===== config.mk =====
export PLATFORM = sky130hd
export DESIGN_NAME = modbus_pwm_duty_master_top_flat
export DESIGN_NICKNAME = d
export VERILOG_FILES = /design/src/rtl/mpdm_pkg.sv /design/src/rtl/mpdm_ifs.sv /design/src/rtl/modbus_pwm_duty_master_top.sv /design/src/rtl/mpdm_ctrl.sv /design/src/rtl/mpdm_dp.sv /design/src/flat_wrapper.sv
export SDC_FILE = /design/constraint.sdc
export NUM_CORES = 1
export LEC_CHECK = 0
export ABC_CLOCK_PERIOD_IN_PS = 12700
export BUFFER_PORTS_ARGS = -buffer_cell sky130_fd_sc_hd__buf_2
export CAP_MARGIN = 10
export CORE_AREA = 2 2 209 211
export DETAILED_ROUTE_END_ITERATION = 16
export DIE_AREA = 0 0 211 213
export PLACE_DENSITY = 0.67
export SKIP_CTS_REPAIR_TIMING = 1
export SYNTH_ARGS = -nofsm -noshare
export SYNTH_HDL_FRONTEND = slang
export SYNTH_HIERARCHICAL = 1
export SYNTH_SLANG_ARGS = --single-unit

===== constraint.sdc =====
create_clock -name i_clk -period 12.7 [get_ports i_clk]
set_clock_uncertainty 0.1 [all_clocks]
set_input_delay 3.81 -clock i_clk [delete_from_list [all_inputs] [get_ports i_clk]]
set_output_delay 3.81 -clock i_clk [all_outputs]
set_load 0.005 [all_outputs]

===== src/rtl/mpdm_pkg.sv =====
// Package for the Modbus PWM duty master: sizes, codes, command/status structs
// and the CRC-16/Modbus byte step.
// No dependencies.
package mpdm_pkg;

    localparam int MAX_CHANNELS   = 8;
    localparam int REPLY_BYTES    = 8;
    localparam int MAX_REGISTERS  = 16;
    localparam int REGS_PER_CH    = 3;
    localparam int CC_LIMIT_RAW   = MAX_REGISTERS / REGS_PER_CH;
    localparam int CC_LIMIT       = (CC_LIMIT_RAW < MAX_CHANNELS) ? CC_LIMIT_RAW : MAX_CHANNELS;
    localparam int CH_W           = $clog2(MAX_CHANNELS);
    localparam int RCNT_W         = $clog2(REPLY_BYTES + 1);
    localparam int MIN_REPLY      = 5;

    localparam logic [15:0] CRC_INIT   = 16'hFFFF;
    localparam logic [15:0] CRC_POLY   = 16'hA001;
    localparam logic [7:0]  FUNC_WRITE = 8'h10;
    localparam logic [15:0] WAIT_SAT   = 16'hFFFF;
    localparam logic [6:0]  FREQ_SCALE = 7'd100;

    // request types
    localparam logic [1:0] REQ_SET  = 2'd0;
    localparam logic [1:0] REQ_OFF  = 2'd1;
    localparam logic [1:0] REQ_RX   = 2'd2;
    localparam logic [1:0] REQ_TICK = 2'd3;

    // result kinds
    localparam logic KIND_BYTE   = 1'b0;
    localparam logic KIND_STATUS = 1'b1;

    // status codes
    localparam logic [2:0] ST_OK       = 3'd0;
    localparam logic [2:0] ST_BAD_CH   = 3'd1;
    localparam logic [2:0] ST_BAD_DUTY = 3'd2;
    localparam logic [2:0] ST_FAILED   = 3'd3;
    localparam logic [2:0] ST_BUSY     = 3'd4;

    // fail reasons
    localparam logic [2:0] FR_NONE     = 3'd0;
    localparam logic [2:0] FR_NO_REPLY = 3'd1;
    localparam logic [2:0] FR_SHORT    = 3'd2;
    localparam logic [2:0] FR_CRC      = 3'd3;
    localparam logic [2:0] FR_ID       = 3'd4;
    localparam logic [2:0] FR_EXCEPT   = 3'd5;
    localparam logic [2:0] FR_FUNC     = 3'd6;

    // configuration register indexes
    localparam logic [2:0] CFG_DEVICE_ID = 3'd0;
    localparam logic [2:0] CFG_REG_BASE  = 3'd1;
    localparam logic [2:0] CFG_FREQ_HZ   = 3'd2;
    localparam logic [2:0] CFG_CH_COUNT  = 3'd3;
    localparam logic [2:0] CFG_DUTY_MAX  = 3'd4;
    localparam logic [2:0] CFG_DUTY_OFF  = 3'd5;
    localparam logic [2:0] CFG_TIMEOUT   = 3'd6;

    // frame phases
    localparam logic [1:0] PH_HDR  = 2'd0;
    localparam logic [1:0] PH_BODY = 2'd1;
    localparam logic [1:0] PH_CRC  = 2'd2;

    typedef struct packed {
        logic       load_status;
        logic [2:0] status;
        logic       use_judge;
        logic       store_duty;
        logic       all_off;
        logic       frame_start;
        logic       emit;
        logic [1:0] phase;
        logic       rx_take;
        logic       tick_take;
    } t_cmd;

    typedef struct packed {
        logic out_free;
        logic chan_bad;
        logic duty_bad;
        logic cc_bad;
        logic cc_zero;
        logic idx_last;
        logic ch_last;
        logic rx_full;
        logic tick_due;
    } t_stat;

    // one byte through CRC-16/Modbus, reflected
    function automatic logic [15:0] crc_byte(input logic [15:0] c_in, input logic [7:0] b);
        logic [15:0] c;
        c = c_in ^ {8'h00, b};
        for (int k = 0; k < 8; k++) begin
            c = c[0] ? ((c >> 1) ^ CRC_POLY) : (c >> 1);
        end
        return c;
    endfunction

endpackage


===== src/rtl/mpdm_ifs.sv =====
// Handshake interfaces for the request and result channels.
// Depends on nothing.
interface mpdm_req_if;
    logic        valid;
    logic        ready;
    logic [1:0]  req_type;
    logic [2:0]  channel;
    logic [15:0] duty;
    logic [7:0]  rx_byte;
    modport source (output valid, req_type, channel, duty, rx_byte, input ready);
    modport sink   (input valid, req_type, channel, duty, rx_byte, output ready);
endinterface

interface mpdm_res_if;
    logic       valid;
    logic       ready;
    logic       out_kind;
    logic [7:0] tx_byte;
    logic       last_of_run;
    logic [2:0] status;
    logic [2:0] fail_reason;
    modport source (output valid, out_kind, tx_byte, last_of_run, status, fail_reason,
                    input ready);
    modport sink   (input valid, out_kind, tx_byte, last_of_run, status, fail_reason,
                    output ready);
endinterface


===== src/rtl/modbus_pwm_duty_master_top.sv =====
// Top level of the Modbus PWM duty master: controller plus datapath.
// Depends on mpdm_pkg, mpdm_ifs, mpdm_ctrl and mpdm_dp.
//
//  channel   dir  handshake      carries
//  i_req     in   valid/ready    req_type, channel, duty, rx_byte
//  o_res     out  valid/ready    out_kind, tx_byte, last_of_run, status, fail_reason
//  i_cfg_*   in   write enable   register index, data
//
// A request that sends a frame gives one frame byte per cycle while the result is
// taken: 9 + 6 * channel_count bytes, set by the sequencer. Requests are taken only
// between frames and while the result register is free.
// Reset is synchronous, active low; duties return to zero and settings to defaults.
module modbus_pwm_duty_master_top (
    input  logic        i_clk,
    input  logic        i_rst_n,
    input  logic        i_cfg_we,
    input  logic [2:0]  i_cfg_idx,
    input  logic [25:0] i_cfg_data,
    mpdm_req_if.sink    i_req,
    mpdm_res_if.source  o_res
);
    import mpdm_pkg::*;

    t_cmd  cmd;
    t_stat stat;
    logic  ready;

    assign i_req.ready = ready;

    mpdm_ctrl u_ctrl (
        .i_clk      (i_clk),
        .i_rst_n    (i_rst_n),
        .i_valid    (i_req.valid),
        .i_req_type (i_req.req_type),
        .i_stat     (stat),
        .o_ready    (ready),
        .o_cmd      (cmd)
    );

    mpdm_dp u_dp (
        .i_clk         (i_clk),
        .i_rst_n       (i_rst_n),
        .i_cfg_we      (i_cfg_we),
        .i_cfg_idx     (i_cfg_idx),
        .i_cfg_data    (i_cfg_data),
        .i_channel     (i_req.channel),
        .i_duty        (i_req.duty),
        .i_rx_byte     (i_req.rx_byte),
        .i_cmd         (cmd),
        .i_out_ready   (o_res.ready),
        .o_stat        (stat),
        .o_out_valid   (o_res.valid),
        .o_out_kind    (o_res.out_kind),
        .o_tx_byte     (o_res.tx_byte),
        .o_last_of_run (o_res.last_of_run),
        .o_status      (o_res.status),
        .o_fail_reason (o_res.fail_reason)
    );

endmodule


===== src/rtl/mpdm_ctrl.sv =====
// Controller for the Modbus PWM duty master: request decode and frame sequencing.
// Depends on mpdm_pkg.
module mpdm_ctrl (
    input  logic           i_clk,
    input  logic           i_rst_n,
    input  logic           i_valid,
    input  logic [1:0]     i_req_type,
    input  mpdm_pkg::t_stat i_stat,
    output logic           o_ready,
    output mpdm_pkg::t_cmd o_cmd
);
    import mpdm_pkg::*;

    localparam logic [2:0] S_IDLE = 3'd0;
    localparam logic [2:0] S_WAIT = 3'd1;
    localparam logic [2:0] S_HDR  = 3'd2;
    localparam logic [2:0] S_BODY = 3'd3;
    localparam logic [2:0] S_CRC  = 3'd4;

    logic [2:0] r_state, n_state;
    logic       acc;

    assign o_ready = ((r_state == S_IDLE) || (r_state == S_WAIT)) && i_stat.out_free;
    assign acc     = o_ready && i_valid;

    // next state and commands
    always_comb begin
        n_state = r_state;
        o_cmd   = '0;
        case (r_state)
            S_IDLE: begin
                if (acc && (i_req_type == REQ_SET)) begin
                    if (i_stat.chan_bad) begin
                        o_cmd.load_status = 1'b1;
                        o_cmd.status      = ST_BAD_CH;
                    end else if (i_stat.duty_bad) begin
                        o_cmd.load_status = 1'b1;
                        o_cmd.status      = ST_BAD_DUTY;
                    end else begin
                        o_cmd.store_duty = 1'b1;
                        if (i_stat.cc_bad) begin
                            o_cmd.load_status = 1'b1;
                            o_cmd.status      = ST_BAD_CH;
                        end else begin
                            o_cmd.frame_start = 1'b1;
                            n_state           = S_HDR;
                        end
                    end
                end else if (acc && (i_req_type == REQ_OFF)) begin
                    o_cmd.all_off = 1'b1;
                    if (i_stat.cc_bad) begin
                        o_cmd.load_status = 1'b1;
                        o_cmd.status      = ST_BAD_CH;
                    end else begin
                        o_cmd.frame_start = 1'b1;
                        n_state           = S_HDR;
                    end
                end
            end
            S_WAIT: begin
                if (acc && ((i_req_type == REQ_SET) || (i_req_type == REQ_OFF))) begin
                    o_cmd.load_status = 1'b1;
                    o_cmd.status      = ST_BUSY;
                end else if (acc && (i_req_type == REQ_RX)) begin
                    o_cmd.rx_take = 1'b1;
                    if (i_stat.rx_full) begin
                        o_cmd.load_status = 1'b1;
                        o_cmd.use_judge   = 1'b1;
                        n_state           = S_IDLE;
                    end
                end else if (acc && (i_req_type == REQ_TICK)) begin
                    o_cmd.tick_take = 1'b1;
                    if (i_stat.tick_due) begin
                        o_cmd.load_status = 1'b1;
                        o_cmd.use_judge   = 1'b1;
                        n_state           = S_IDLE;
                    end
                end
            end
            S_HDR: begin
                o_cmd.phase = PH_HDR;
                if (i_stat.out_free) begin
                    o_cmd.emit = 1'b1;
                    if (i_stat.idx_last) begin
                        n_state = i_stat.cc_zero ? S_CRC : S_BODY;
                    end
                end
            end
            S_BODY: begin
                o_cmd.phase = PH_BODY;
                if (i_stat.out_free) begin
                    o_cmd.emit = 1'b1;
                    if (i_stat.idx_last && i_stat.ch_last) begin
                        n_state = S_CRC;
                    end
                end
            end
            S_CRC: begin
                o_cmd.phase = PH_CRC;
                if (i_stat.out_free) begin
                    o_cmd.emit = 1'b1;
                    if (i_stat.idx_last) begin
                        n_state = S_WAIT;
                    end
                end
            end
            default: begin
                n_state = S_IDLE;
            end
        endcase
    end

    always_ff @(posedge i_clk) begin
        if (!i_rst_n) begin
            r_state <= S_IDLE;
        end else begin
            r_state <= n_state;
        end
    end

endmodule


===== src/rtl/mpdm_dp.sv =====
// Datapath for the Modbus PWM duty master: settings, duty store, frame bytes,
// frame CRC, reply capture and judging, result register.
// Depends on mpdm_pkg.
module mpdm_dp (
    input  logic            i_clk,
    input  logic            i_rst_n,
    input  logic            i_cfg_we,
    input  logic [2:0]      i_cfg_idx,
    input  logic [25:0]     i_cfg_data,
    input  logic [2:0]      i_channel,
    input  logic [15:0]     i_duty,
    input  logic [7:0]      i_rx_byte,
    input  mpdm_pkg::t_cmd  i_cmd,
    input  logic            i_out_ready,
    output mpdm_pkg::t_stat o_stat,
    output logic            o_out_valid,
    output logic            o_out_kind,
    output logic [7:0]      o_tx_byte,
    output logic            o_last_of_run,
    output logic [2:0]      o_status,
    output logic [2:0]      o_fail_reason
);
    import mpdm_pkg::*;

    // settings
    logic [7:0]  r_dev_id;
    logic [15:0] r_reg_base;
    logic [25:0] r_freq;
    logic [3:0]  r_cc;
    logic [15:0] r_duty_max;
    logic [15:0] r_duty_off;
    logic [15:0] r_timeout;

    logic [15:0] r_duty [MAX_CHANNELS];

    // frame state
    logic [31:0]     r_fv;
    logic [2:0]      r_idx;
    logic [CH_W-1:0] r_ch;
    logic [15:0]     r_crc;

    // reply state
    logic [RCNT_W-1:0] r_rcnt;
    logic [7:0]        r_b0, r_b1, r_d0, r_d1;
    logic [15:0]       r_rcrc;
    logic [15:0]       r_wait;

    // result register
    logic       r_ov;
    logic       r_kind;
    logic [7:0] r_byte;
    logic       r_last;
    logic [2:0] r_st;
    logic [2:0] r_fr;

    logic [7:0]        regs;
    logic [7:0]        hdr_byte, body_byte, crc_out_byte, frame_byte;
    logic [15:0]       duty_cur;
    logic [15:0]       n_wait;
    logic [15:0]       rcrc_step;
    logic [RCNT_W-1:0] j_n;
    logic [15:0]       j_got, j_crc;
    logic [2:0]        j_fr;
    logic [31:0]       fv_calc;

    assign regs     = {4'd0, r_cc} * 8'(REGS_PER_CH);
    assign duty_cur = r_duty[r_ch];
    assign fv_calc  = 32'({6'd0, r_freq} * {25'd0, FREQ_SCALE});

    // header byte select
    always_comb begin
        case (r_idx)
            3'd0:    hdr_byte = r_dev_id;
            3'd1:    hdr_byte = FUNC_WRITE;
            3'd2:    hdr_byte = r_reg_base[15:8];
            3'd3:    hdr_byte = r_reg_base[7:0];
            3'd4:    hdr_byte = 8'd0;
            3'd5:    hdr_byte = regs;
            default: hdr_byte = {regs[6:0], 1'b0};
        endcase
    end

    // per-channel bytes: frequency word pair then duty
    always_comb begin
        case (r_idx)
            3'd0:    body_byte = r_fv[31:24];
            3'd1:    body_byte = r_fv[23:16];
            3'd2:    body_byte = r_fv[15:8];
            3'd3:    body_byte = r_fv[7:0];
            3'd4:    body_byte = duty_cur[15:8];
            default: body_byte = duty_cur[7:0];
        endcase
    end

    assign crc_out_byte = r_idx[0] ? r_crc[15:8] : r_crc[7:0];

    always_comb begin
        case (i_cmd.phase)
            PH_HDR:  frame_byte = hdr_byte;
            PH_BODY: frame_byte = body_byte;
            default: frame_byte = crc_out_byte;
        endcase
    end

    // reply judging, either on the byte that fills the buffer or on timeout
    assign rcrc_step = crc_byte(r_rcrc, r_d1);
    assign n_wait    = (r_wait != WAIT_SAT) ? (r_wait + 16'd1) : r_wait;

    always_comb begin
        if (i_cmd.rx_take) begin
            j_n   = RCNT_W'(REPLY_BYTES);
            j_got = {i_rx_byte, r_d0};
            j_crc = rcrc_step;
        end else begin
            j_n   = r_rcnt;
            j_got = {r_d0, r_d1};
            j_crc = r_rcrc;
        end
        if (j_n == '0) begin
            j_fr = FR_NO_REPLY;
        end else if (j_n < RCNT_W'(MIN_REPLY)) begin
            j_fr = FR_SHORT;
        end else if (j_crc != j_got) begin
            j_fr = FR_CRC;
        end else if (r_b0 != r_dev_id) begin
            j_fr = FR_ID;
        end else if (r_b1[7]) begin
            j_fr = FR_EXCEPT;
        end else if (r_b1 != FUNC_WRITE) begin
            j_fr = FR_FUNC;
        end else begin
            j_fr = FR_NONE;
        end
    end

    // status to the controller
    always_comb begin
        o_stat.out_free = !r_ov || i_out_ready;
        o_stat.chan_bad = ({1'b0, i_channel} >= r_cc);
        o_stat.duty_bad = (i_duty > r_duty_max);
        o_stat.cc_bad   = (r_cc > 4'(CC_LIMIT));
        o_stat.cc_zero  = (r_cc == 4'd0);
        o_stat.ch_last  = ({1'b0, r_ch} == (r_cc - 4'd1));
        o_stat.rx_full  = (r_rcnt == RCNT_W'(REPLY_BYTES - 1));
        o_stat.tick_due = (n_wait >= r_timeout);
        case (i_cmd.phase)
            PH_HDR:  o_stat.idx_last = (r_idx == 3'd6);
            PH_BODY: o_stat.idx_last = (r_idx == 3'd5);
            default: o_stat.idx_last = (r_idx == 3'd1);
        endcase
    end

    // settings and duty store
    always_ff @(posedge i_clk) begin
        if (!i_rst_n) begin
            r_dev_id   <= 8'd1;
            r_reg_base <= 16'd0;
            r_freq     <= 26'd1000;
            r_cc       <= 4'd4;
            r_duty_max <= 16'd1000;
            r_duty_off <= 16'd0;
            r_timeout  <= 16'd500;
            for (int i = 0; i < MAX_CHANNELS; i++) begin
                r_duty[i] <= 16'd0;
            end
        end else begin
            if (i_cfg_we) begin
                case (i_cfg_idx)
                    CFG_DEVICE_ID: r_dev_id   <= i_cfg_data[7:0];
                    CFG_REG_BASE:  r_reg_base <= i_cfg_data[15:0];
                    CFG_FREQ_HZ:   r_freq     <= i_cfg_data;
                    CFG_CH_COUNT:  r_cc       <= i_cfg_data[3:0];
                    CFG_DUTY_MAX:  r_duty_max <= i_cfg_data[15:0];
                    CFG_DUTY_OFF:  r_duty_off <= i_cfg_data[15:0];
                    CFG_TIMEOUT:   r_timeout  <= i_cfg_data[15:0];
                    default: ;
                endcase
            end
            if (i_cmd.store_duty) begin
                r_duty[i_channel[CH_W-1:0]] <= i_duty;
            end
            if (i_cmd.all_off) begin
                for (int i = 0; i < MAX_CHANNELS; i++) begin
                    r_duty[i] <= r_duty_off;
                end
            end
        end
    end

    // frame counters and running CRC
    always_ff @(posedge i_clk) begin
        if (i_cmd.frame_start) begin
            r_fv  <= fv_calc;
            r_idx <= 3'd0;
            r_ch  <= '0;
            r_crc <= CRC_INIT;
        end else if (i_cmd.emit) begin
            if (i_cmd.phase != PH_CRC) begin
                r_crc <= crc_byte(r_crc, frame_byte);
            end
            if (o_stat.idx_last) begin
                r_idx <= 3'd0;
                if (i_cmd.phase == PH_BODY) begin
                    r_ch <= r_ch + CH_W'(1);
                end
            end else begin
                r_idx <= r_idx + 3'd1;
            end
        end
    end

    // reply capture: CRC runs two bytes behind the newest one
    always_ff @(posedge i_clk) begin
        if (!i_rst_n) begin
            r_rcnt <= '0;
            r_wait <= 16'd0;
        end else if (i_cmd.frame_start) begin
            r_rcnt <= '0;
            r_wait <= 16'd0;
        end else begin
            if (i_cmd.rx_take) begin
                r_rcnt <= r_rcnt + RCNT_W'(1);
            end
            if (i_cmd.tick_take) begin
                r_wait <= n_wait;
            end
        end
    end

    always_ff @(posedge i_clk) begin
        if (i_cmd.frame_start) begin
            r_rcrc <= CRC_INIT;
        end else if (i_cmd.rx_take) begin
            if (r_rcnt == '0) begin
                r_b0 <= i_rx_byte;
            end
            if (r_rcnt == RCNT_W'(1)) begin
                r_b1 <= i_rx_byte;
            end
            if (r_rcnt >= RCNT_W'(2)) begin
                r_rcrc <= rcrc_step;
            end
            r_d1 <= r_d0;
            r_d0 <= i_rx_byte;
        end
    end

    // result register
    always_ff @(posedge i_clk) begin
        if (!i_rst_n) begin
            r_ov <= 1'b0;
        end else if (i_cmd.load_status || i_cmd.emit) begin
            r_ov <= 1'b1;
        end else if (i_out_ready) begin
            r_ov <= 1'b0;
        end
    end

    always_ff @(posedge i_clk) begin
        if (i_cmd.load_status) begin
            r_kind <= KIND_STATUS;
            r_byte <= 8'd0;
            r_last <= 1'b1;
            if (i_cmd.use_judge) begin
                r_st <= (j_fr == FR_NONE) ? ST_OK : ST_FAILED;
                r_fr <= j_fr;
            end else begin
                r_st <= i_cmd.status;
                r_fr <= FR_NONE;
            end
        end else if (i_cmd.emit) begin
            r_kind <= KIND_BYTE;
            r_byte <= frame_byte;
            r_last <= (i_cmd.phase == PH_CRC) && o_stat.idx_last;
            r_st   <= ST_OK;
            r_fr   <= FR_NONE;
        end
    end

    assign o_out_valid   = r_ov;
    assign o_out_kind    = r_kind;
    assign o_tx_byte     = r_byte;
    assign o_last_of_run = r_last;
    assign o_status      = r_st;
    assign o_fail_reason = r_fr;

endmodule


===== src/flat_wrapper.sv =====
// flat-port wrapper written by rule: the top's interface ports become plain ports
module modbus_pwm_duty_master_top_flat import mpdm_pkg::*;
  (i_clk, i_rst_n, i_cfg_we, i_cfg_idx, i_cfg_data, i_req_valid, i_req_req_type, i_req_channel, i_req_duty, i_req_rx_byte, i_req_ready, o_res_valid, o_res_out_kind, o_res_tx_byte, o_res_last_of_run, o_res_status, o_res_fail_reason, o_res_ready);
  mpdm_req_if i_req_i ();
  mpdm_res_if o_res_i ();
  input  logic i_clk;
  input  logic i_rst_n;
  input  logic i_cfg_we;
  input  logic [2:0] i_cfg_idx;
  input  logic [25:0] i_cfg_data;
  input wire logic [$bits(i_req_i.valid)-1:0] i_req_valid;
  input wire logic [$bits(i_req_i.req_type)-1:0] i_req_req_type;
  input wire logic [$bits(i_req_i.channel)-1:0] i_req_channel;
  input wire logic [$bits(i_req_i.duty)-1:0] i_req_duty;
  input wire logic [$bits(i_req_i.rx_byte)-1:0] i_req_rx_byte;
  output wire logic [$bits(i_req_i.ready)-1:0] i_req_ready;
  output wire logic [$bits(o_res_i.valid)-1:0] o_res_valid;
  output wire logic [$bits(o_res_i.out_kind)-1:0] o_res_out_kind;
  output wire logic [$bits(o_res_i.tx_byte)-1:0] o_res_tx_byte;
  output wire logic [$bits(o_res_i.last_of_run)-1:0] o_res_last_of_run;
  output wire logic [$bits(o_res_i.status)-1:0] o_res_status;
  output wire logic [$bits(o_res_i.fail_reason)-1:0] o_res_fail_reason;
  input wire logic [$bits(o_res_i.ready)-1:0] o_res_ready;
  assign i_req_i.valid = i_req_valid;
  assign i_req_i.req_type = i_req_req_type;
  assign i_req_i.channel = i_req_channel;
  assign i_req_i.duty = i_req_duty;
  assign i_req_i.rx_byte = i_req_rx_byte;
  assign i_req_ready = i_req_i.ready;
  assign o_res_valid = o_res_i.valid;
  assign o_res_out_kind = o_res_i.out_kind;
  assign o_res_tx_byte = o_res_i.tx_byte;
  assign o_res_last_of_run = o_res_i.last_of_run;
  assign o_res_status = o_res_i.status;
  assign o_res_fail_reason = o_res_i.fail_reason;
  assign o_res_i.ready = o_res_ready;
  modbus_pwm_duty_master_top u_core (.i_clk(i_clk), .i_rst_n(i_rst_n), .i_cfg_we(i_cfg_we), .i_cfg_idx(i_cfg_idx), .i_cfg_data(i_cfg_data), .i_req(i_req_i), .o_res(o_res_i));
endmodule

Word-level counts from Yosys, hierarchy flattened:

Memories as Yosys holds them, arrays and structs flattened. A register that Yosys moved wholly into a read port is not among the register bits.
Index checks and enable logic that the tools add are counted.

* bits in writable memories: 128
* logic and storage cells: 259
* bits in registers: 242
* memories: 1
* output and inout bits: 18

* equal/unequal tests: 42
* mux-type cells: 109
* add/sub/neg operators: 5
* order comparisons: 6
* $mul: 2
* reduce and logical (&&, ||, !) cells: 41
* bitwise gates (word level): 28

Memory list
* u_core.u_dp.r_duty: depth 8, bits a word 16, read ports 1, clocked after memory_dff 1, write ports 8, line mpdm_dp.sv:34 `logic [15:0] r_duty [MAX_CHANNELS];`

Operators by type and width (count)
* 2-to-1 mux 16 bit: 28
* 2-to-1 mux 3 bit: 34
* inverter 2 -> 3 bit: 16
* one-hot mux 8 bit (6 select lines): 1
* one-hot mux 8 bit (5 select lines): 1
* XOR 16 x 8 -> 16 bit: 2
* multiplier 26 x 5 -> 30 bit (second input constant): 1
* 2-to-1 mux 1 bit: 29
* 2-to-1 mux 4 bit: 6
* == test 3 bit (second input constant): 7
* AND reduction 2 bit: 10
* == test 3 x 2 -> 1 bit (second input constant): 6
* adder 16 x 1 -> 16 bit (second input constant): 1
* >= comparator 16 bit: 1
* > comparator 16 bit: 1
* inequality test 16 bit: 1
* inequality test 16 bit (second input constant): 1
* inequality test 2 bit (second input constant): 8
* one-hot mux 8 bit (2 select lines): 1
* OR reduction 16 bit: 1
* one-hot mux 3 bit (5 select lines): 1
* AND reduction 13 bit: 1
* zero test 3 bit: 4
* zero test 4 bit: 3
* other kinds (33): 68

Logic depth before layout (Yosys ltp):

Gate-level depths: netlist of run 1.

* depth after elaboration: 26
* mapped depth: 26

By module:

Netlist of run 1, hierarchy kept.

By module, submodules not included
* mpdm_dp: area each 20717.4 µm², instances 1, cells an instance 2027
* mpdm_ctrl: area each 417.9 µm², instances 1, cells an instance 58

Worst setup path after synthesis of run 1:

OpenSTA, ideal clock, no wires.

* path kind: input to output
* from: input o_res_ready
* to: output i_req_ready
* slack: 4.591 ns
* arrival: 4.199 ns
* cell stages on the path: 2
* data required time: 8.790 ns
* path through: nand2b_1 -> nor3b_2

* longest elaborated chain between the ends: 2

RTL lines
* start: declaration: line flat_wrapper.sv:23 `input wire logic [$bits(o_res_i.ready)-1:0] o_res_ready;`
* logical OR 1 bit: line mpdm_dp.sv:138 `o_stat.out_free = !r_ov || i_out_ready;`
* logical AND 1 bit: line mpdm_ctrl.sv:23 `assign o_ready = ((r_state == S_IDLE) || (r_state == S_WAIT)) && i_stat.out_free;`
* end: declaration: line flat_wrapper.sv:16 `output wire logic [$bits(i_req_i.ready)-1:0] i_req_ready;`

No other way between the ends.

==> impl_metrics.ini, run 1 <==
[floorplan]
core_um2 = 42700
num_io_pins = 81
rows = 76
die_x_um = 211
die_area_um2 = 44900
die_h_um = 213
start_util_pct = 49.5

[critical_path]
r2r_end = u_core/u_dp/o_fail_reason[0]$_SDFFCE_PN0P_
path_buf_inv = 2
worst_path_most_repeated_cell = buf_2
setup.worst_path.end_class = output pin
ff2ff_path_depth = 22
cp_max_fo = 6
required_ns = 8.79
crit_type = input pin to output pin
slowest_delay_ns = 0.27
start_kind = input pin
path_cells = buf_2 -> nand2b_1 -> nor3b_2 -> buf_2
critPathSlowestCell = nor3b_2
r2r_slack_ns = 5.66
r2r_start = u_core/u_dp/r_wait[4]$_SDFFE_PP0P_
critical_path.top_delay_family = simple AND/OR/NAND/NOR gates
cp.arrival_ns = 4.51

[timing]
max_freq_mhz = 119
fin_setup_tns_ns = 0
hold_viol_final = 0
timing.final.crit_share_pct = 66.3
setup_viol = 0
worst_slew_pin_slew_ns = 1.25
rsz0062_at_grt = false
slew_violations = 0
timing.slew.headroom_pct = 16.2
fin_crit_ns = 8.42

[clock_tree]
cts_sinks = 373
clkTransAtPathRegs_ns = 0.06
clk_latency_ns = 0.57
htree_levels = 2
cts-root-buf = clkbuf_16
cts_tree = yes
clock_path_buffers = 3
cts_buffers = 41

[logic_synthesis]
postSynthAreaPerCell_um2 = 10.1
syn_nets = 2306
yosysTopAreaCell = edfxtp_1
synth-main-ff-cell = edfxtp_1
ys_warn_count = 6
synth_top_area_share_pct = 27.8
yosys_register_bits = 373
syn_inst = 2085
synth_edf_count = 196
synth.distinct_cells = 97
synth-seq-area-share_pct = 44.6
synthesis.area_um2 = 21100
async_reset_ff_share_pct = 0
synth.top_cells.by_area = edfxtp_1 (28%), dfxtp_1 (17%), ha_1 (8.1%)

[power]
ir_drop_mv = 0.121
pwr-share-comb_pct = 24.4
pwr-share-clk_pct = 33.7
p_seq_share_pct = 41.9
p_sw_share_pct = 30.4
p_leak_uw = 0.0102
power_density_nw_per_um2 = 147
p_sw_uw = 1030
total_power_uw = 3390
p_int_uw = 2360

[route]
via_per_inst = 5.79
wirelength_um = 54700
drc = 0
drt_iter0_markers = 1281
drt-pass1-iter-count = 5
wl_per_cell_um = 20.3
num_vias = 15600
ant_nets = 0

[placed_design]
dp_hpwl_um = 38700
globalplace.congestion = 0.866
io_buffer_count = 80

[global_routing]
grt_max_degree = 84
grt_usage_pct = 24.6
antenna_found_initial = 0
grt-ovfl-total = 0
grt_pass1_wl_um = 85500
grt_pass1_vias = 15200

[finish]
fin_nets = 2333
n_fill_cell = 3705
areaGrowthSynthToFinish_pct = 9.37
final_layout_size_suffix_gt1_share_pct = 11.3
diodes = 0

[min_path]
hold_path_startpoint = u_core/u_dp/o_out_kind$_SDFFE_PP1P_
hold_class = flop to flop
min_to = u_core/u_dp/o_out_kind$_SDFFE_PP1P_
hold_depth = 1

[run]
drv_cap = 0

[status]
outcome = complete, no violations
==> routing by layer <==
metal,global-route usage [%],vias to the layer above,routed length [µm]
met5,0,-,0
li1,-,7388,-
met4,6.87,0,1230
met1,33.6,7548,23700
met2,40.3,556,25500
met3,4.47,90,4290
==> sequential cells by signal, summed over array words and instances (netlist names), 16 cells and up, named ones only <==
name / cells
u_core/u_dp/r_duty_off: 16
u_core/u_dp/r_freq: 26
u_core/u_dp/r_fv: 30
u_core/u_dp/r_rcrc: 16
u_core/u_dp/r_timeout: 16
u_core/u_dp/r_crc: 16
u_core/u_dp/r_wait: 16
u_core/u_dp/r_reg_base: 16
u_core/u_dp/r_duty: 128
u_core/u_dp/r_duty_max: 16
==> kinds of logic (layout without fill, tap and decap cells) <==
family                     Yosys count  after routing  synth area share [%]
adders and majority gates          158            158                  10.1
and+or+nand+nor                    619            619                  13.7
DFF                                373            373                  44.6
buffers and inverters              288            347                  5.84
AOI/OAI and AO/OA                  459            459                  14.9
muxes                               64             64                  4.88
xor gates and xnor gates           124            124                  5.99
==> synthesized netlist by cell type, types with 7 or more instances <==
| cell type | count |
|---|---|
| a2111oi_0 | 7 |
| a211o_1 | 24 |
| a21o_1 | 116 |
| a21oi_1 | 132 |
| a221oi_1 | 10 |
| a22oi_1 | 9 |
| a31oi_1 | 7 |
| and3_1 | 28 |
| buf_1 | 22 |
| buf_2 | 10 |
| buf_4 | 19 |
| clkbuf_1 | 61 |
| dfxtp_1 | 177 |
| edfxtp_1 | 196 |
| fa_1 | 22 |
| ha_1 | 136 |
| inv_1 | 165 |
| mux2i_1 | 31 |
| mux4_1 | 9 |
| mux4_2 | 19 |
| nand2_1 | 306 |
| nand2b_1 | 24 |
| nand3_1 | 35 |
| nand3b_1 | 13 |
| nand4_1 | 18 |
| nor2_1 | 107 |
| nor2b_1 | 16 |
| nor3_1 | 19 |
| nor4_1 | 11 |
| o211ai_1 | 21 |
| o21a_1 | 11 |
| o21ai_0 | 60 |
| o21bai_1 | 7 |
| xnor2_1 | 69 |
| xor2_1 | 41 |
==> layout by cell type, fill, tap and decap left out, drive strengths merged, types with 5 or more instances in the layout <==
| cell | instances |
|---|---|
| nand2 | 307 |
| edfxtp | 196 |
| dfxtp | 177 |
| inv | 168 |
| ha | 136 |
| a21oi | 132 |
| a21o | 116 |
| nor2 | 109 |
| buf | 106 |
| xnor2 | 80 |
| o21ai | 66 |
| clkbuf | 62 |
| xor2 | 43 |
| nand3 | 35 |
| mux2i | 31 |
| and3 | 29 |
| mux4 | 28 |
| nand2b | 24 |
| a211o | 24 |
| fa | 22 |
| o211ai | 22 |
| nor3 | 20 |
| nand4 | 18 |
| nor2b | 17 |
| nand3b | 13 |
| a221oi | 13 |
| nor4 | 12 |
| o21a | 11 |
| clkinv | 11 |
| a22oi | 9 |
| o21bai | 8 |
| a2111oi | 8 |
| nor3b | 8 |
| a31oi | 7 |
| a211oi | 7 |
| and2 | 6 |
| mux2 | 5 |
| a221o | 5 |
==> stage by stage <==
stage	instances	utilization (%)	area, µm²	hold slack, ns	worst slack (ns)
after global placement	2615	51.2	21800	0.342	4.32
after CTS	2690	54.1	23100	0.356	4.28
final	2690	54.1	23100	0.349	4.28
after floorplan	2085	-	21100	0.334	4.59
after detailed placement	2615	51.2	21800	0.342	4.28
after global routing	2690	54.1	23100	0.363	4.21
==> worst max path at each step <==
| stage | start | end | slack (ns) | depth (start not counted) |
|---|---|---|---|---|
| floorplan | o_res_ready | i_req_ready | 4.59 | 2 |
| global placement | o_res_ready | i_req_ready | 4.32 | 4 |
| detailed placement | o_res_ready | i_req_ready | 4.28 | 4 |
| CTS | o_res_ready | i_req_ready | 4.28 | 4 |
| global route | o_res_ready | i_req_ready | 4.21 | 4 |
| finish | o_res_ready | i_req_ready | 4.28 | 4 |
==> final cells by class <==
| type | instances | area (µm²) | share of cell area [%] |
|---|---|---|---|
| Inverter | 166 | 623 | 2.70 |
| Multi-Input combinational cell | 1424 | 10500 | 45.5 |
| Tap cell | 546 | 683 | 2.96 |
| Timing Repair Buffer | 106 | 596 | 2.58 |
| Sequential cell | 373 | 9430 | 40.8 |
| Clock inverter | 13 | 71.3 | 0.309 |
| Clock buffer | 62 | 1200 | 5.21 |
==> power groups by stage <==
stage	clock, µW	sequential [µW]	combinational (µW)
6_report	1140	1420	826
5_1_grt	1210	1430	892
3_5_place_dp	0	1450	814
2_1_floorplan	0	1410	662
3_3_place_gp	0	1440	801
4_1_cts	1170	1420	821
Note: power is estimated with default switching activity, not from simulation.
==> run 2, diff against run 1 <==
--- a/config.mk
+++ b/config.mk
@@ -5,13 +5,13 @@
 export SDC_FILE = /design/constraint.sdc
 export NUM_CORES = 1
 export LEC_CHECK = 0
-export ABC_CLOCK_PERIOD_IN_PS = 12700
+export ABC_CLOCK_PERIOD_IN_PS = 6900
 export BUFFER_PORTS_ARGS = -buffer_cell sky130_fd_sc_hd__buf_2
 export CAP_MARGIN = 10
 export CORE_AREA = 2 2 209 211
 export DETAILED_ROUTE_END_ITERATION = 16
 export DIE_AREA = 0 0 211 213
-export PLACE_DENSITY = 0.67
+export PLACE_DENSITY = 0.7
 export SKIP_CTS_REPAIR_TIMING = 1
 export SYNTH_ARGS = -nofsm -noshare
 export SYNTH_HDL_FRONTEND = slang
==> constraint.sdc (replaced) <==
create_clock -name i_clk -period 6.9 [get_ports i_clk]
set_clock_uncertainty 0.1 [all_clocks]
set_input_delay 2.07 -clock i_clk [delete_from_list [all_inputs] [get_ports i_clk]]
set_output_delay 2.07 -clock i_clk [all_outputs]
set_load 0.005 [all_outputs]
==> run 2 against run 1 <==
  * Hold slack better by 0.0073 ns
  * Combinational power is 84% higher
  * Clock-buffer cell count is 3 lower
  * Critical path type is now flop to flop
  * Cell count is 0.22% higher
  * Cell area is 0.89% higher
  * Die area stayed put
  * Global-route usage is 0.32 points lower
  * Flip-flop and latch count stayed put
  * Core utilization is 0.48 points higher
  * Worst setup slack worse by 3.8 ns
  * Via count is 0.91% higher
  * Critical path depth is 20 higher
  * Highest routed layer is now met5
==> impl_metrics.ini, run 2 (synthesis gave the netlist of run 1 again) <==
[global_routing]
grt_pass1_vias = 15200
grt-ovfl-total = 0
antenna_found_initial = 3
grt_pass1_wl_um = 84600
grt_max_degree = 84
grt_usage_pct = 24.3

[finish]
regArea_um2 = 9430
regMostFlops = u_core/u_dp/r_duty
final_common_cell = nand2_1
fin_util_pct = 54.6
n_fill_cell = 3686
largest_reg_flops = 128
multi_input_area_um2 = 10500
design_area_um2 = 23300
final_cell_mix = nand2_1 (306), edfxtp_1 (196), dfxtp_1 (176), inv_1 (164), ha_1 (136)
reg_top3 = u_core/u_dp/r_duty: 128 flops, u_core/u_dp/r_fv: 30 flops, u_core/u_dp/r_freq: 26 flops
areaGrowthSynthToFinish_pct = 10.3
final_layout_size_suffix_gt1_share_pct = 11.4
fin_nets = 2340

[clock_tree]
cts_tree = yes
htree_levels = 2
clk_latency_ns = 0.57
cts-root-buf = clkbuf_16
cts_sinks = 373
clkTransAtPathRegs_ns = 0.06
clock_path_buffers = 3
cts_buffers = 41

[timing]
slew_violations = 0
timing.final.crit_share_pct = 93.2
worst_slew_pin_slew_ns = 1.16
hold_viol_final = 0
fin_crit_ns = 6.43
fin_setup_tns_ns = 0
setup_viol = 0
whs_ns = 0.356
timing.slew.headroom_pct = 22.1
max_freq_mhz = 156
rsz0062_at_grt = false

[critical_path]
setup.worst_path.end_class = flop
start_kind = flop
required_ns = 7.24
cp.arrival_ns = 6.77
r2r_start = u_core/u_dp/r_wait[4]$_SDFFE_PP0P_
r2r_end = u_core/u_dp/o_status[0]$_SDFFCE_PN0P_
ff2ff_path_depth = 24
cp_max_fo = 13
r2r_slack_ns = 0.47
crit_type = flop to flop
crit_end = u_core/u_dp/o_status[0]$_SDFFCE_PN0P_
cp-startpoint = u_core/u_dp/r_wait[4]$_SDFFE_PP0P_

[route]
wirelength_um = 54400
drc = 0
ant_nets = 0
wl_per_cell_um = 20.2
via_per_inst = 5.83
num_vias = 15700
drt_iter0_markers = 1522
drt-pass1-iter-count = 6

[power]
power_density_nw_per_um2 = 275
pwr-share-comb_pct = 23.8
p_leak_uw = 0.0103
p_sw_uw = 1900
pwr-share-clk_pct = 35.4
p_int_uw = 4510
p_sw_share_pct = 29.6
p_seq_share_pct = 40.8
ir_drop_mv = 0.197

[run]
drv_cap = 0

[placed_design]
io_buffer_count = 80
globalplace.congestion = 0.906
placed_cell_area_um2 = 21900
dp_hpwl_um = 38600

[floorplan]
die_x_um = 211
start_util_pct = 49.5
die_h_um = 213
core_um2 = 42700
rows = 76
num_io_pins = 81
die_area_um2 = 44900

[min_path]
hold_path_startpoint = u_core/u_dp/r_duty_max[10]$_SDFFE_PN0P_
hold_class = flop to flop

[status]
outcome = complete, no violations
## run 2: cell types whose count changed in the layout (fill, tap and decap cells not counted), sizes merged
cell | before | now
clkinv | 11 | 8
buf | 106 | 113
bufinv | 0 | 5
inv | 168 | 165
diode | 0 | 1
clkbuf | 62 | 59
clkinvlp | 0 | 2
## run 2: area by class of cell
type | count | area share, %
multi-input cells | 1424 | 45.0
repair buffers | 113 | 2.99
clock inverters | 14 | 0.885
flip-flops and latches | 373 | 40.4
diodes | 1 | 0.0107
inverters | 166 | 2.67
well taps | 546 | 2.93
clock buffers | 59 | 5.04
## run 2: layer usage
layer	up-vias	part of all wire, %	global-route usage, %
met4	4	3.2	9.13
met5	-	0.044	0
li1	7404	-	-
met1	7619	44	33.6
met3	114	7.9	4.65
met2	583	45	38.0
## run 2: critical path, cell delays in order, from the launching register on
cell	delay [ns]
dfxtp_1	0.44
and3_1	0.27
and3_1	0.28
nand2_1	0.12
nor3_1	0.50
nand4_1	0.54
mux2_2	0.48
ha_1	0.28
a21o_1	0.10
a21o_1	0.10
a21o_1	0.10
a21o_1	0.10
a21o_1	0.10
a21o_1	0.11
a21o_1	0.10
a21oi_1	0.07
o21a_1	0.20
o21ai_0	0.80
mux2i_1	0.26
or2b_1	0.29
a21oi_1	0.17
buf_4	0.22
inv_1	0.10
a31oi_1	0.25
o21a_1	0.18
## run 2: worst min path at each step
stage	slack, ns	depth (start not counted)	to
after floorplan	0.33	2	u_core/u_dp/r_reg_base[4]$_SDFFE_PN0P_
after global placement	0.33	1	u_core/u_dp/o_out_kind$_SDFFE_PP1P_
after detailed placement	0.35	2	u_core/u_dp/r_timeout[15]$_SDFFE_PN0P_
after CTS	0.36	2	u_core/u_dp/r_timeout[15]$_SDFFE_PN0P_
after global routing	0.37	2	u_core/u_dp/r_timeout[15]$_SDFFE_PN0P_
final	0.36	2	u_core/u_dp/r_duty_max[10]$_SDFFE_PN0P_
## run 2: metrics by stage
| step | worst slack [ns] | total power (µW) | instances |
|---|---|---|---|
| 2_1_floorplan | 0.674 | 3820 | 2085 |
| 3_3_place_gp | 0.742 | 4120 | 2620 |
| 3_5_place_dp | 0.608 | 4170 | 2620 |
| 4_1_cts | 0.683 | 6430 | 2693 |
| 5_1_grt | 0.147 | 6660 | 2695 |
| 6_report | 0.470 | 6410 | 2696 |
## run 2: power by group through the flow
| stage | clock network (µW) | registers [µW] | logic [µW] |
|---|---|---|---|
| after floorplan | 0 | 2600 | 1220 |
| after global placement | 0 | 2650 | 1470 |
| after detailed placement | 0 | 2660 | 1510 |
| after CTS | 2310 | 2610 | 1510 |
| after global routing | 2380 | 2630 | 1650 |
| final | 2270 | 2620 | 1520 |
